--- src/hdl/ascii_text_sanitizer_defines.svh ---
// Assertion macros used by the sanitizer decision logic.
`ifndef ASCII_TEXT_SANITIZER_DEFINES_SVH
`define ASCII_TEXT_SANITIZER_DEFINES_SVH

`ifndef NO_ASSERTIONS

// Checks that a condition holds at every clock edge outside reset.
`define ATS_ASSERT_ALWAYS(label, clk, rst, expr) \
   label: assert property (@(posedge clk) disable iff (rst) (expr)) \
      else $error("ascii_text_sanitizer: invariant violated");

// Checks that a consequence holds in the cycle after its trigger.
`define ATS_ASSERT_NEXT(label, clk, rst, ante, cons) \
   label: assert property (@(posedge clk) disable iff (rst) (ante) |=> (cons)) \
      else $error("ascii_text_sanitizer: sequence violated");

`else

`define ATS_ASSERT_ALWAYS(label, clk, rst, expr)
`define ATS_ASSERT_NEXT(label, clk, rst, ante, cons)

`endif

`endif

--- src/hdl/ats_pkg.sv ---
// Package with the constants and types of the ASCII text sanitizer.
`timescale 1ns / 1ps
`default_nettype none

package ats_pkg;

   localparam int unsigned MAX_CAPACITY = 4096;
   localparam int unsigned CAP_WIDTH    = 13;
   localparam int unsigned COUNT_WIDTH  = 12;

   localparam logic [CAP_WIDTH-1:0] CAP_LIMIT     = CAP_WIDTH'(MAX_CAPACITY);
   localparam logic [CAP_WIDTH-1:0] CAP_RESET     = CAP_WIDTH'(4096);

   localparam logic [7:0] BYTE_NUL         = 8'h00;
   localparam logic [7:0] BYTE_TAB         = 8'h09;
   localparam logic [7:0] BYTE_NEWLINE     = 8'h0A;
   localparam logic [7:0] BYTE_RETURN      = 8'h0D;
   localparam logic [7:0] PRINT_LOW        = 8'd32;
   localparam logic [7:0] PRINT_HIGH       = 8'd126;
   localparam logic [7:0] SPACE_CHAR       = 8'h20;
   localparam logic [7:0] REPLACEMENT_CHAR = 8'h3F;
   localparam logic [7:0] CONT_MASK        = 8'hC0;
   localparam logic [7:0] CONT_MARK        = 8'h80;

   // One raw byte held in the input register.
   typedef struct packed {
      logic       valid;
      logic [7:0] in_byte;
   } ats_req_type;

   // One result item.
   typedef struct packed {
      logic                   is_final;
      logic [COUNT_WIDTH-1:0] char_position;
      logic [7:0]             char_value;
      logic [COUNT_WIDTH-1:0] final_length;
   } ats_rsp_type;

endpackage

`default_nettype wire

--- src/hdl/ascii_text_sanitizer.sv ---
// Top level of the ASCII text sanitizer.
//
// The block takes one byte of a zero-terminated string per request on the
// req_ channel and returns sanitized characters on the rsp_ channel. Printable
// bytes pass through, newline, return and tab become a single space after a
// non-space character, and other bytes become '?', with UTF-8 continuation
// bytes after a replacement dropped. Each character carries its buffer
// position. A zero byte returns the trimmed length with rsp_is_final set.
// Bytes that would overflow the buffer, and bytes that are dropped, give no
// response. The capacity register is written through csr_wr_en and
// csr_wr_data; the user must write it only while the block is idle, as the
// block itself does not enforce this. An accepted request is decided from the
// input register and its response loaded into the result register when that
// has room. One request can be accepted every cycle while the receiver does
// not stall: an input register and a result register sit on either side of
// the decision logic. When the receiver stalls, the result register holds its
// response, the input register takes at most one more byte, and req_ready
// stays low until the result register drains. Reset empties both registers,
// clears the string state and sets the capacity to 4096.
`timescale 1ns / 1ps
`default_nettype none

module ascii_text_sanitizer
   import ats_pkg::*;
(
   input  wire logic                   clock,
   input  wire logic                   reset,
   input  wire logic                   req_valid,
   output logic                        req_ready,
   input  wire logic [7:0]             req_in_byte,
   output logic                        rsp_valid,
   input  wire logic                   rsp_ready,
   output logic                        rsp_is_final,
   output logic [COUNT_WIDTH-1:0]      rsp_char_position,
   output logic [7:0]                  rsp_char_value,
   output logic [COUNT_WIDTH-1:0]      rsp_final_length,
   input  wire logic                   csr_wr_en,
   input  wire logic [CAP_WIDTH-1:0]   csr_wr_data
);

   logic [CAP_WIDTH-1:0] capacity_ff;
   ats_req_type          held;
   ats_rsp_type          result;
   ats_rsp_type          rsp_data;
   logic                 take;
   logic                 produce;
   logic                 out_ready;

   // Capacity register; values above the buffer limit saturate downstream.
   always_ff @(posedge clock) begin
      if (reset) begin
         capacity_ff <= CAP_RESET;
      end else if (csr_wr_en) begin
         capacity_ff <= csr_wr_data;
      end
   end

   ats_in_reg u_in_reg (
      .clock       (clock),
      .reset       (reset),
      .req_valid   (req_valid),
      .req_ready   (req_ready),
      .req_in_byte (req_in_byte),
      .take        (take),
      .held        (held)
   );

   ats_decide u_decide (
      .clock     (clock),
      .reset     (reset),
      .held      (held),
      .capacity  (capacity_ff),
      .out_ready (out_ready),
      .take      (take),
      .produce   (produce),
      .result    (result)
   );

   ats_out_reg u_out_reg (
      .clock     (clock),
      .reset     (reset),
      .load      (take),
      .produce   (produce),
      .result    (result),
      .out_ready (out_ready),
      .rsp_valid (rsp_valid),
      .rsp_ready (rsp_ready),
      .rsp_data  (rsp_data)
   );

   assign rsp_is_final      = rsp_data.is_final;
   assign rsp_char_position = rsp_data.char_position;
   assign rsp_char_value    = rsp_data.char_value;
   assign rsp_final_length  = rsp_data.final_length;

endmodule

`default_nettype wire

--- src/hdl/ats_in_reg.sv ---
// Input register that holds one accepted request byte.
`timescale 1ns / 1ps
`default_nettype none

module ats_in_reg
   import ats_pkg::*;
(
   input  wire logic        clock,
   input  wire logic        reset,
   input  wire logic        req_valid,
   output logic             req_ready,
   input  wire logic [7:0]  req_in_byte,
   input  wire logic        take,
   output ats_req_type      held
);

   logic       valid_ff, valid_in;
   logic [7:0] byte_ff, byte_in;

   // The register refills in the same cycle it is drained.
   assign req_ready = !valid_ff || take;

   always_comb begin
      valid_in = valid_ff;
      byte_in  = byte_ff;
      if (req_ready) begin
         valid_in = req_valid;
         byte_in  = req_in_byte;
      end
   end

   always_ff @(posedge clock) begin
      if (reset) begin
         valid_ff <= 1'b0;
      end else begin
         valid_ff <= valid_in;
      end
      byte_ff <= byte_in;
   end

   assign held.valid   = valid_ff;
   assign held.in_byte = byte_ff;

endmodule

`default_nettype wire

--- src/hdl/ats_decide.sv ---
// Per-byte decision logic and the string state of the sanitizer.
`timescale 1ns / 1ps
`default_nettype none
`include "ascii_text_sanitizer_defines.svh"

module ats_decide
   import ats_pkg::*;
(
   input  wire logic                 clock,
   input  wire logic                 reset,
   input  ats_req_type               held,
   input  wire logic [CAP_WIDTH-1:0] capacity,
   input  wire logic                 out_ready,
   output logic                      take,
   output logic                      produce,
   output ats_rsp_type               result
);

   logic [COUNT_WIDTH-1:0] written_count_ff, written_count_in;
   logic [COUNT_WIDTH-1:0] trimmed_length_ff, trimmed_length_in;
   logic                   replacing_ff, replacing_in;

   logic [CAP_WIDTH-1:0]   cap_eff;
   logic [CAP_WIDTH-1:0]   next_count;
   logic                   full;
   logic                   printable;
   logic                   whitespace;
   logic                   continuation;
   logic                   is_nul;
   logic                   emit;
   logic [7:0]             emit_char;

   assign take = held.valid && out_ready;

   assign cap_eff      = (capacity > CAP_LIMIT) ? CAP_LIMIT : capacity;
   assign next_count   = {1'b0, written_count_ff} + CAP_WIDTH'(1);
   assign full         = (cap_eff == '0) || (next_count >= cap_eff);
   assign is_nul       = held.in_byte == BYTE_NUL;
   assign printable    = (held.in_byte >= PRINT_LOW) && (held.in_byte <= PRINT_HIGH);
   assign whitespace   = (held.in_byte == BYTE_NEWLINE) || (held.in_byte == BYTE_RETURN)
                         || (held.in_byte == BYTE_TAB);
   assign continuation = (held.in_byte & CONT_MASK) == CONT_MARK;

   always_comb begin
      emit         = 1'b0;
      emit_char    = REPLACEMENT_CHAR;
      replacing_in = replacing_ff;
      priority if (is_nul || full) begin
         emit = 1'b0;
      end else if (printable) begin
         replacing_in = 1'b0;
         emit         = 1'b1;
         emit_char    = held.in_byte;
      end else if (whitespace) begin
         // A space is written only after a non-space character.
         replacing_in = 1'b0;
         emit         = (written_count_ff != '0) && (written_count_ff == trimmed_length_ff);
         emit_char    = SPACE_CHAR;
      end else if (!continuation || !replacing_ff) begin
         replacing_in = 1'b1;
         emit         = 1'b1;
      end else begin
         emit = 1'b0;
      end
   end

   always_comb begin
      written_count_in  = written_count_ff;
      trimmed_length_in = trimmed_length_ff;
      if (emit) begin
         written_count_in = next_count[COUNT_WIDTH-1:0];
         if (emit_char != SPACE_CHAR) begin
            trimmed_length_in = next_count[COUNT_WIDTH-1:0];
         end
      end
   end

   always_ff @(posedge clock) begin
      if (reset) begin
         written_count_ff  <= '0;
         trimmed_length_ff <= '0;
         replacing_ff      <= 1'b0;
      end else if (take) begin
         if (is_nul) begin
            written_count_ff  <= '0;
            trimmed_length_ff <= '0;
            replacing_ff      <= 1'b0;
         end else begin
            written_count_ff  <= written_count_in;
            trimmed_length_ff <= trimmed_length_in;
            replacing_ff      <= replacing_in;
         end
      end
   end

   assign produce              = take && (is_nul || emit);
   assign result.is_final      = is_nul;
   assign result.char_position = is_nul ? '0 : written_count_ff;
   assign result.char_value    = is_nul ? 8'h00 : emit_char;
   assign result.final_length  = is_nul ? trimmed_length_ff : '0;

   `ATS_ASSERT_ALWAYS(a_trim_within_count, clock, reset,
      trimmed_length_ff <= written_count_ff)
   `ATS_ASSERT_NEXT(a_char_advances_count, clock, reset, produce && !is_nul,
      written_count_ff == COUNT_WIDTH'($past(written_count_ff) + COUNT_WIDTH'(1)))
   `ATS_ASSERT_NEXT(a_final_clears_state, clock, reset, take && is_nul,
      (written_count_ff == '0) && (trimmed_length_ff == '0) && !replacing_ff)

endmodule

`default_nettype wire

--- src/hdl/ats_out_reg.sv ---
// Result register that holds one finished result until it is taken.
`timescale 1ns / 1ps
`default_nettype none

module ats_out_reg
   import ats_pkg::*;
(
   input  wire logic  clock,
   input  wire logic  reset,
   input  wire logic  load,
   input  wire logic  produce,
   input  ats_rsp_type result,
   output logic       out_ready,
   output logic       rsp_valid,
   input  wire logic  rsp_ready,
   output ats_rsp_type rsp_data
);

   logic        valid_ff, valid_in;
   ats_rsp_type data_ff, data_in;

   // Room when empty or when the held result leaves this cycle.
   assign out_ready = !valid_ff || rsp_ready;

   always_comb begin
      valid_in = valid_ff;
      data_in  = data_ff;
      if (load) begin
         valid_in = produce;
         data_in  = result;
      end else if (rsp_ready) begin
         valid_in = 1'b0;
      end
   end

   always_ff @(posedge clock) begin
      if (reset) begin
         valid_ff <= 1'b0;
      end else begin
         valid_ff <= valid_in;
      end
      data_ff <= data_in;
   end

   assign rsp_valid = valid_ff;
   assign rsp_data  = data_ff;

endmodule

`default_nettype wire

--- config.mk ---
export PLATFORM = sky130hd
export DESIGN_NAME = ascii_text_sanitizer
export DESIGN_NICKNAME = d
export VERILOG_FILES = /design/src/hdl/ats_pkg.sv /design/src/hdl/ascii_text_sanitizer.sv /design/src/hdl/ats_in_reg.sv /design/src/hdl/ats_decide.sv /design/src/hdl/ats_out_reg.sv
export VERILOG_INCLUDE_DIRS = /design/src /design/src/hdl
export SDC_FILE = /design/constraint.sdc
export NUM_CORES = 1
export LEC_CHECK = 0
export BUFFER_PORTS_ARGS = -buffer_cell sky130_fd_sc_hd__buf_2
export CORE_MARGIN = 4
export CORE_UTILIZATION = 55
export DETAILED_ROUTE_END_ITERATION = 6
export GPL_ROUTABILITY_DRIVEN = 0
export GPL_TIMING_DRIVEN = 0
export HOLD_SLACK_MARGIN = 0.03
export MAX_ROUTING_LAYER = met4
export PLACE_DENSITY = 0.81
export SLEW_MARGIN = 0
export SYNTH_ARGS = -nofsm -noshare
export SYNTH_HDL_FRONTEND = slang
export SYNTH_SLANG_ARGS = --single-unit
--- constraint.sdc ---
create_clock -name clock -period 4.9 [get_ports clock]
set_clock_uncertainty 0.15 [all_clocks]
set_input_delay 0.49 -clock clock [delete_from_list [all_inputs] [get_ports clock]]
set_output_delay 0.49 -clock clock [all_outputs]
set_load 0.01 [all_outputs]
==> results by group, run 1 <==
STA
  – Max transition margin: between 30% and 40%
  – Fraction of the cycle the final worst path needs: 84.2%
  – Final setup vio count: 0
  – Post-layout min period: about 4.1 ns
  – Final WS setup: roughly 0.77 ns
  – RSZ-0062 raised after global routing: false
  – Final Slew Violations: 0
  – Maximum clock frequency: 0.242 GHz
  – Actual slew at the worst max-slew pin: 0.982 ns
  – Worst hold margin: 0.147 ns
  – Count of final hold-check violations: 0
  – Final-layout setup total negative slack: 0 ns

Clocking
  – Number of buffers added by the clock tree synthesis step: 9
  – CTS Buffer Depth: 2
  – TritonCTS Sinks: between 80 and 90
  – CTS hold repair buffers: 0
  – H-tree lvl count: 3
  – Cell chosen for the clock root: sky130_fd_sc_hd__clkbuf_8
  – Clock edge transition at the registers on the reported setup and hold paths: ~0.09 ns
  – Post-CTS repair timing setup buffer count: 0
  – Worst-skew pair later-pin latency: about 0.36 ns
  – Total of cells resized after clock tree synthesis: 0
  – TritonCTS clock tree: done

Layout
  – Post-route standard cell area excluding fillers: around 4600 µm²
  – Post-route core utilization: 66.1%
  – Number of nets in the layout: about 500
  – Share of layout cells above drive strength 1: 20.8%
  – Antenna diode instance count: 0
  – Fill cell count: 564
  – Number of standard cells in the layout, taps in and fillers out: approximately 550
  – Area added between synthesis and finish: 15.3%

Routing
  – Drc violations: 0
  – Drt first-iter violations: ~210
  – Ratio of routed vias to standard cells: 5.49
  – Drt first pass iters: 5
  – Total vias in the final route: 3001
  – Residual antenna-violating net count after detailed routing: 0
  – WL per Instance: between 15 and 20 µm
  – Total wirelength of the detailed-routed design: ~8.3 mm

Logic synthesis
  – Fraction of registers with async set/reset: 0%
  – Biggest area contributors in the synthesized netlist: sky130_fd_sc_hd__edfxtp_1, sky130_fd_sc_hd__dfxtp_1, sky130_fd_sc_hd__mux2i_1
  – Share of the synthesized area in the top cell type: 31.1%
  – Count of unique library cells instantiated by Yosys: between 40 and 50
  – Syn nets: about 420
  – Synth area leader: sky130_fd_sc_hd__edfxtp_1
  – Cell with the most instances after synthesis: sky130_fd_sc_hd__nand2_1
  – Number of enable-type register cells in the synthesized netlist: approximately 40
  – Top_reg_cell synth: sky130_fd_sc_hd__edfxtp_1
  – Cells after Synth: 377
  – Synthesized area divided by synthesized cell count: 10.5 µm²
  – Post-synthesis register bit count: 81
  – Sequential area share after synthesis: approximately 50%
  – Synth warnings: 0
  – Synth cell count leaders: sky130_fd_sc_hd__nand2_1, sky130_fd_sc_hd__edfxtp_1, sky130_fd_sc_hd__dfxtp_1
  – Total standard cell area after synthesis: roughly 4000 µm²

Worst setup path
  – Number of gates on the worst path with buffers counted: 15
  – Dominant delay contributor by cell family on the critical path: simple AND/OR/NAND/NOR gates
  – CP startpoint: u_decide.written_count_ff[2]
  – Cell count of the worst reg-to-reg path: 15
  – Critical path startpoint category: flip-flop
  – Maximum cell stage delay along the critical path: ~0.74 ns
  – Buffer and inverter count on the worst path: 4
  – Critical Path AT: 4.26 ns
  – Critical path endpoint: u_decide.trimmed_length_ff[4]
  – Worst setup EP type: flip-flop
  – RR Startpoint: u_decide.written_count_ff[2]
  – Critical setup path kind: flip-flop to flip-flop
  – Largest driver fanout on the critical path: 10
  – Data required time at the worst endpoint: around 5.0 ns
  – Critical R2R Capture: u_decide.trimmed_length_ff[4]
  – Ordered cell list for the critical path: buf_2, nand3_1, nor4_1, nand3_1, xnor2_1, ha_1, a211o_1, o211ai_1, o211a_1, o211a_1, clkbuf_1, and3_1, buf_6, buf_6, mux2i_1
  – Crit path max-delay cell type: sky130_fd_sc_hd__nor4_1
  – Reg-to-reg setup timing slack: 0.77 ns

GRT
  – Vias in the first global route: between 2k and 3k
  – Total global-route track usage: around a fifth
  – Maximum number of pins on one net before global-route repair: 38
  – Initial antenna violation count: 0
  – Wire length of the first global-routing pass: between 10 and 15 mm
  – Total overflow reported by the global router: 0

Place
  – Port Buf Inserts: just under 60
  – Area after detailed placement: approximately 4400 µm²
  – DP Cell Count: between 500 and 600
  – Half-perimeter wire length of the detailed placement result: just over 6 mm
  – Worst setup slack after placement: between 0.9 and 1 ns

Pwr
  – Total design power: 1.37 mW
  – Power density normalized to cell area: between 300 and 400 nW/µm²
  – P_leak: roughly 1.8 nW
  – Max rail drop VDD: 0.202 mV

Worst hold path
  – Path type of the worst min-delay path: input pin to flip-flop

Floorplanning
  – Die area: 8620 µm²
  – Die height: between 90 and 100 µm
  – Number of standard-cell rows in the floorplan: 30
  – Placeable core region: around 7000 µm²
  – Die outline width: a little over 90 µm
  – I/O pin cnt: 61
  – Initial core utilization: 57.3%

Run
  – Max Cap Viol: 0

Status
  – Run status: finished, final reports clean
-- cell families after synthesis --
group | share of synthesized area [%]
muxes | 7.84
buffers and inverters | 3.92
AOI/OAI and AO/OA | 7.81
xor gates and xnor gates | 4.87
DFF | 51.3
and+or+nand+nor | 19.4
other | 0.0948
adders and majority gates | 4.74
-- layout make-up --
cell class	count	area (µm²)	area share [%]
clock inverter	5	56.3	1.23
timing repair buffer	58	290	6.36
clock buffer	11	131	2.88
inverter	11	41.3	0.905
buffer	22	114	2.50
tap	96	120	2.63
multi-input combinational	263	1780	39.0
sequential	81	2030	44.5
-- power by group --
group / total (mW) / switching (mW) / internal (mW)
clock: 0.475 / 0.240 / 0.235
combinational: 0.136 / 0.0791 / 0.0573
sequential: 0.758 / 0.0181 / 0.740
-- state kept, by name (all words and copies together), names as in the netlist --
register / cells
u_decide.replacing_ff: 1
u_out_reg.rsp_valid: 1
u_in_reg.byte_ff: 8
u_decide.trimmed_length_ff: 12
u_out_reg.rsp_data: 33
u_in_reg.valid_ff: 1
u_decide.written_count_ff: 12
capacity_ff: 13
-- worst min-delay path by stage --
stage	cells past startpoint	slack [ns]	startpoint	endpoint
2_1_floorplan	2	0.31	u_decide.trimmed_length_ff[0]	u_decide.trimmed_length_ff[0]
3_3_place_gp	2	0.32	u_decide.trimmed_length_ff[3]	u_decide.trimmed_length_ff[3]
3_5_place_dp	2	0.33	u_decide.trimmed_length_ff[6]	u_decide.trimmed_length_ff[6]
4_1_cts	1	0.14	req_in_byte[3]	u_in_reg.byte_ff[3]
5_1_grt	1	0.13	req_in_byte[3]	u_in_reg.byte_ff[3]
6_report	1	0.15	req_in_byte[3]	u_in_reg.byte_ff[3]
-- layer usage --
layer	share of wire, %	track usage [%]
met5	0	-
met4	3.4	9.52
met3	5.1	3.98
met2	47	33.3
met1	45	25.4
-- placed cells by master, fill, tap and decap left out, drive strengths merged, types with 4 or more instances in the layout --
| cell | n |
|---|---|
| inv | 11 |
| ha | 15 |
| o211ai | 7 |
| nor3 | 4 |
| xnor2 | 19 |
| clkbuf | 23 |
| nand3 | 12 |
| nor2b | 12 |
| nand2 | 54 |
| a21oi | 12 |
| buf | 68 |
| nand4 | 7 |
| o21ai | 6 |
| mux2i | 31 |
| and2 | 14 |
| nor2 | 26 |
| nor4 | 7 |
| dfxtp | 40 |
| edfxtp | 41 |
Power figures use the tool's default switching activity.
==> run 2: changes to the inputs <==
- CORE_UTILIZATION: 55 -> 51
- PLACE_DENSITY: 0.81 -> 0.79
- clock period: 4.9 -> 3.5 ns (I/O delays scaled with it)
==> run 2 against run 1 <==
Hold slack got worse by 0.078 ns; maximum frequency increased by 24%; critical path type unchanged; setup slack got worse by 0.59 ns.
==> results by group, run 2 (same netlist as run 1, synthesis figures left out) <==
STA
  – Count of final hold-check violations: 0
  – Max transition margin: roughly three fifths
  – Final WS setup: ~0.18 ns
  – Final Slew Violations: 0
  – Maximum clock frequency: around 0.3 GHz
  – Fraction of the cycle the final worst path needs: 94.9%
  – Actual slew at the worst max-slew pin: between 0.6 and 0.7 ns
  – Final setup vio count: 0
  – Post-layout min period: between 3 and 4 ns

Layout
  – Most common cell after layout, fill and taps aside: sky130_fd_sc_hd__buf_2
  – Top library cells by usage in the layout, fill and taps aside: sky130_fd_sc_hd__buf_2, sky130_fd_sc_hd__nand2_1, sky130_fd_sc_hd__edfxtp_1, sky130_fd_sc_hd__dfxtp_1, sky130_fd_sc_hd__mux2i_1
  – Post-route core utilization: 64.6%
  – Flip-flop count of the largest register, all copies and words added: 33
  – Area added between synthesis and finish: 20.9%
  – Antenna diode instance count: 0
  – Share of layout cells above drive strength 1: 24.0%
  – Number of nets in the layout: 499

Routing
  – Total wirelength of the detailed-routed design: about 8.1 mm
  – Drt first-iter violations: between 150 and 200
  – Total vias in the final route: ~3k
  – Residual antenna-violating net count after detailed routing: 0
  – Drt first pass iters: 4
  – Ratio of routed vias to standard cells: roughly 5.3
  – WL per Instance: 14.4 µm
  – Drc violations: 0

Worst setup path
  – Buffer and inverter count on the worst path: 3
  – Critical setup path kind: flip-flop to flip-flop
  – Critical path startpoint category: flip-flop
  – Worst setup EP type: flip-flop
  – Data required time at the worst endpoint: 3.64 ns
  – Maximum cell stage delay along the critical path: ~0.43 ns
  – Largest driver fanout on the critical path: 10
  – Dominant delay contributor by cell family on the critical path: compound AO/OA/AOI/OAI gates
  – Ordered cell list for the critical path: ha_4, inv_1, nor3_4, nand3_2, xnor2_2, ha_1, a211o_1, o211ai_1, o211a_1, o211a_4, and3_1, buf_6, buf_6, mux2i_1
  – Reg-to-reg setup timing slack: ~0.18 ns
  – Cell repeated most along the worst path: sky130_fd_sc_hd__buf_6
  – Crit path max-delay cell type: sky130_fd_sc_hd__dfxtp_2
  – Critical Path AT: roughly 3.5 ns

Floorplanning
  – Number of standard-cell rows in the floorplan: 31
  – Die outline width: 96.1 µm
  – Die area: between 9000 and 10000 µm²
  – I/O pin cnt: between 60 and 70
  – Placeable core region: 7410 µm²
  – Die height: roughly 96 µm
  – Initial core utilization: a little over half

GRT
  – Initial antenna violation count: 0
  – Vias in the first global route: between 2k and 3k
  – Total global-route track usage: a little under a fifth
  – Total overflow reported by the global router: 0
  – Maximum number of pins on one net before global-route repair: 37
  – Wire length of the first global-routing pass: ~13 mm

Status
  – Run status: finished, final reports clean

Run
  – Max Cap Viol: 0

Clocking
  – TritonCTS Sinks: 81
  – TritonCTS clock tree: done
  – Worst-skew pair later-pin latency: 0.36 ns
  – Clock edge transition at the registers on the reported setup and hold paths: around 0.080 ns
  – H-tree lvl count: 3
  – Cell chosen for the clock root: sky130_fd_sc_hd__clkbuf_8
  – Number of buffers added by the clock tree synthesis step: 9
  – CTS Buffer Depth: 2

Place
  – Port Buf Inserts: 58
  – Worst setup slack after placement: -0.504 ns
  – Half-perimeter wire length of the detailed placement result: just under 6 mm

Pwr
  – Part of the power in the clock network: approximately a third
  – Total design power: around 2 mW
  – P_leak: roughly 1.9 nW
  – Portion of total power attributed to sequential cells: between 50 and 60%
  – Combinational share of power: 10.5%
  – Power density normalized to cell area: between 400 and 500 nW/µm²
  – Sw Pwr: about 470 µW
  – Max rail drop VDD: 0.337 mV
  – Power Internal: about 1.5 mW
  – Switching share of power: approximately a quarter

Worst hold path
  – Path type of the worst min-delay path: input pin to flip-flop
[run 2: cell count changes in the layout (fill, tap and decap cells not counted), sizes merged]
cell,change
buf,+4
dlygate4sd3,+8
clkinvlp,+2
clkinv,-2
[run 2: worst min-delay path: cells and delay by family]
family	cells	cell delay [ns]
buf+inv	1	0.08
compound gates	1	0.03
simple gates	1	0.07
[run 2: power groups by stage]
stage                     sequential [mW]  combinational (mW)  clock (mW)
after detailed placement             1.08               0.195           0
after floorplan                      1.09               0.119           0
after global routing                 1.07               0.228       0.726
final                                1.06               0.205       0.675
after global placement               1.08               0.186           0
after CTS                            1.06               0.205       0.688
[run 2: layout make-up]
class                      instances  area, µm²
buffer                            20        111
clock buffer                      11        141
clock inverter                     5       56.3
fill                             591       2620
inverter                          11       41.3
multi-input combinational        263       1850
sequential                        81       2040
tap                               99        124
timing repair buffer              72        428
[run 2: repair_timing]
| action | CTS | global route |
|---|---|---|
| pin swaps | 1 | 2 |
| hold buffers | 8 | 0 |
| endpoints found under the setup margin | 25 | 24 |
| gates resized for setup | 9 | 7 |
| endpoints found under the hold margin | 8 | 0 |
| setup buffers | 0 | 5 |
[run 2: routing by layer]
metal  track usage [%]  part of all wire, %  up-vias
met1              23.6                   45     1386
met3              3.75                  4.7       14
met2              31.2                   49       75
li1                  -                    -     1493
met5                 -                    0        -
met4              6.87                  1.7        0
[run 2: final timing paths]
path,from,endpoint,cells after the start
max,u_decide.written_count_ff[0],u_decide.trimmed_length_ff[8],14
min reg2reg,u_decide.trimmed_length_ff[5],u_decide.trimmed_length_ff[5],2
min,req_valid,u_in_reg.valid_ff,3
max reg2reg,u_decide.written_count_ff[0],u_decide.trimmed_length_ff[8],14
[run 2: through the flow]
stage               area, µm²  TNS (ns)  cells  hold WS (ns)
global route             4780  -0.00716    562        0.0849
finish                   4780         0    562        0.0693
CTS                      4720         0    558        0.0668
global placement         4370     -6.54    534         0.321
floorplan                3960         0    377         0.299
detailed placement       4400     -8.98    535         0.325
==> run 3: changes to the inputs <==
- SYNTH_HIERARCHICAL: default -> 1
==> run 3 against run 2 <==
The flow now finishes with violations (setup timing); core utilization grew 0.91 points; global-route usage grew 0.84 points; non-clock buffer count grew 16; routed wire length grew 15%; synthesized cell count shrank 4.2%; critical endpoint is now u_decide/written_count_ff[2].
==> results by group, run 3 <==
Status
  – Run status: finished with violations
  – Failing checks: setup timing

Worst setup path
  – Cell count of the worst reg-to-reg path: 14
  – Number of gates on the worst path with buffers counted: 14
  – RR Startpoint: u_decide/written_count_ff[3]
  – Maximum cell stage delay along the critical path: approximately 0.44 ns
  – Critical path startpoint category: flip-flop
  – Worst setup EP type: flip-flop
  – Cell repeated most along the worst path: sky130_fd_sc_hd__and4_4
  – CP startpoint: u_decide/written_count_ff[3]
  – Data required time at the worst endpoint: around 3.6 ns
  – Largest driver fanout on the critical path: 5
  – Reg-to-reg setup timing slack: -0.11 ns
  – Buffer and inverter count on the worst path: 1
  – Critical R2R Capture: u_decide/written_count_ff[2]
  – Ordered cell list for the critical path: and4_4, and3_4, and4_4, nand3_4, xnor2_2, inv_2, ha_4, nand4_1, nor4_2, a211o_1, nand3b_4, or3_4, or4_1, a31oi_2
  – Dominant delay contributor by cell family on the critical path: simple AND/OR/NAND/NOR gates
  – Critical Path AT: ~3.7 ns
  – Crit path max-delay cell type: sky130_fd_sc_hd__or4_1
  – Critical setup path kind: flip-flop to flip-flop
  – Critical path endpoint: u_decide/written_count_ff[2]

Pwr
  – Power Internal: 1.55 mW
  – Combinational share of power: between 10% and 20%
  – Part of the power in the clock network: 33.2%
  – P_leak: about 2.2 nW
  – Max rail drop VDD: approximately 0.21 mV
  – Sw Pwr: between 500 and 600 µW
  – Power density normalized to cell area: 411 nW/µm²
  – Portion of total power attributed to sequential cells: roughly 52%
  – Switching share of power: about a quarter

Routing
  – WL per Instance: 16.4 µm
  – Total wirelength of the detailed-routed design: slightly above 9 mm
  – Drt first-iter violations: 316
  – Drc violations: 0
  – Residual antenna-violating net count after detailed routing: 0
  – Drt first pass iters: 5
  – Total vias in the final route: between 3k and 4k
  – Ratio of routed vias to standard cells: 5.57

STA
  – Maximum clock frequency: about 0.28 GHz
  – RSZ-0062 raised after global routing: true
  – Max transition margin: a little under half
  – Actual slew at the worst max-slew pin: approximately 0.78 ns
  – Fraction of the cycle the final worst path needs: 103%
  – Final setup vio count: 23
  – Post-layout min period: between 3 and 4 ns
  – Final WS setup: -0.107 ns
  – Final Slew Violations: 0
  – Worst hold margin: slightly below 0.07 ns
  – Count of final hold-check violations: 0
  – Final-layout setup total negative slack: -1.20 ns

Logic synthesis
  – Fraction of registers with async set/reset: 0%
  – Fraction of the mapped netlist area in simple logic gates: about 18%
  – Synth cell count leaders: sky130_fd_sc_hd__edfxtp_1, sky130_fd_sc_hd__dfxtp_1, sky130_fd_sc_hd__nor2_1
  – Biggest area contributors in the synthesized netlist: sky130_fd_sc_hd__edfxtp_1, sky130_fd_sc_hd__dfxtp_1, sky130_fd_sc_hd__ha_1
  – Adder and majority gate portion of the synthesized area: ~4.7%
  – Post-synthesis register bit count: 81
  – Cell with the most instances after synthesis: sky130_fd_sc_hd__edfxtp_1
  – Compound-gate portion of the synthesized area: 12.7%
  – Share of cell area taken by muxes after synthesis: 3.25%
  – Syn nets: ~400
  – Share of the synthesized area in the top cell type: a little under a third
  – Count of unique library cells instantiated by Yosys: 60
  – Number of enable-type register cells in the synthesized netlist: 41
  – Sequential area share after synthesis: a little over 50%
  – Top_reg_cell synth: sky130_fd_sc_hd__edfxtp_1
  – Cells after Synth: ~360
  – Total standard cell area after synthesis: between 4000 and 5000 µm²
  – Synth warnings: 6
  – Main combinational cell family by area after synthesis: simple AND/OR/NAND/NOR gates
  – Synthesized area divided by synthesized cell count: 11.1 µm²
  – Synth area leader: sky130_fd_sc_hd__edfxtp_1
  – XOR/XNOR share of the synthesized area: roughly 4.6%

Layout
  – Top library cells by usage in the layout, fill and taps aside: sky130_fd_sc_hd__buf_2, sky130_fd_sc_hd__edfxtp_1, sky130_fd_sc_hd__dfxtp_1, sky130_fd_sc_hd__nor2_1, sky130_fd_sc_hd__inv_1
  – Flip-flop count of the largest register, all copies and words added: 33
  – Footprint of the flip-flops and latches: ~2000 µm²
  – Area added between synthesis and finish: 25.8%
  – Antenna diode instance count: 0
  – Most common cell after layout, fill and taps aside: sky130_fd_sc_hd__buf_2
  – Number of nets in the layout: 501
  – Fill cell count: about 570
  – Footprint of the multi-input gates: between 1500 and 2000 µm²
  – Share of layout cells above drive strength 1: around 33%

Clocking
  – H-tree lvl count: 3
  – Number of buffers added by the clock tree synthesis step: 9
  – Clock edge transition at the registers on the reported setup and hold paths: approximately 0.08 ns
  – Worst-skew pair later-pin latency: about 0.34 ns
  – Cell chosen for the clock root: sky130_fd_sc_hd__clkbuf_8
  – TritonCTS clock tree: done
  – CTS Buffer Depth: 2
  – TritonCTS Sinks: between 80 and 90

Floorplanning
  – Die height: between 90 and 100 µm
  – Initial core utilization: roughly 52%
  – Die area: 9330 µm²
  – Placeable core region: a little under 8000 µm²
  – Number of standard-cell rows in the floorplan: 32
  – I/O pin cnt: slightly above 60
  – Die outline width: roughly 97 µm

GRT
  – Vias in the first global route: around 2.9k
  – Total global-route track usage: between 10% and 20%
  – Wire length of the first global-routing pass: 13.9 mm
  – Initial antenna violation count: 0
  – Maximum number of pins on one net before global-route repair: 40
  – Total overflow reported by the global router: 0

Place
  – Half-perimeter wire length of the detailed placement result: 5.86 mm
  – Port Buf Inserts: 59
  – Worst setup slack after placement: -0.376 ns

Run
  – Max Cap Viol: 0

Worst hold path
  – Path type of the worst min-delay path: input pin to flip-flop
run 3: stage by stage:
step | std cells | utilization, % | power (mW) | cell area, µm²
after floorplan | 361 | - | 1.27 | 4030
after global placement | 522 | 57.9 | 1.33 | 4450
after detailed placement | 522 | 57.9 | 1.34 | 4450
after CTS | 558 | 63.7 | 2.05 | 4890
after global routing | 567 | 65.5 | 2.16 | 5030
final | 567 | 65.5 | 2.07 | 5030
run 3: timing repair:
action	4_1_cts	5_1_grt
pin swaps	7	6
setup buffers	13	10
resized for setup	14	18
hold buffers	8	0
endpoints found under the setup margin	27	30
hold endpoints to repair	8	0
run 3: final cells by class:
cell class                 instances  area share [%]
sequential                        81            40.6
multi-input combinational        231            36.5
timing repair buffer              90            11.4
clock buffer                      11            3.01
buffer                            18            2.71
tap                              102            2.53
inverter                          29            2.16
clock inverter                     5            1.07
run 3: power groups by stage:
stage               Sequential, mW  Combinational, mW  Clock (mW)
finish                        1.08              0.305       0.687
global route                  1.08              0.329       0.747
CTS                           1.08              0.279       0.698
detailed placement            1.10              0.247           0
global placement              1.10              0.239           0
floorplan                     1.10              0.165           0
run 3: worst min-delay path by stage:
stage,depth (start not counted),from,end,slack (ns)
2_1_floorplan,1,reset,u_in_reg/valid_ff,0.26
3_3_place_gp,1,u_decide/replacing_ff,u_decide/replacing_ff,0.33
3_5_place_dp,1,u_decide/replacing_ff,u_decide/replacing_ff,0.33
4_1_cts,2,csr_wr_data[12],capacity_ff[12],0.06
5_1_grt,2,csr_wr_data[12],capacity_ff[12],0.06
6_report,2,csr_wr_data[12],capacity_ff[12],0.07
run 3: layer usage:
layer  GRT usage (%)  up-vias  wire [µm]
li1                -     1492          -
met2            31.4      157       4560
met4            9.11        0        257
met5               -        -          0
met1            25.0     1484       3750
met3            3.80       26        702
run 3: logic make-up (layout without fill, tap and decap cells):
family / Yosys count / count (layout)
other cells: 1 / 1
buf+inv: 49 / 153
compound gates: 57 / 57
fa+ha+maj: 15 / 15
flops: 81 / 81
simple gates: 124 / 124
mux: 13 / 13
xor+xnor: 21 / 21
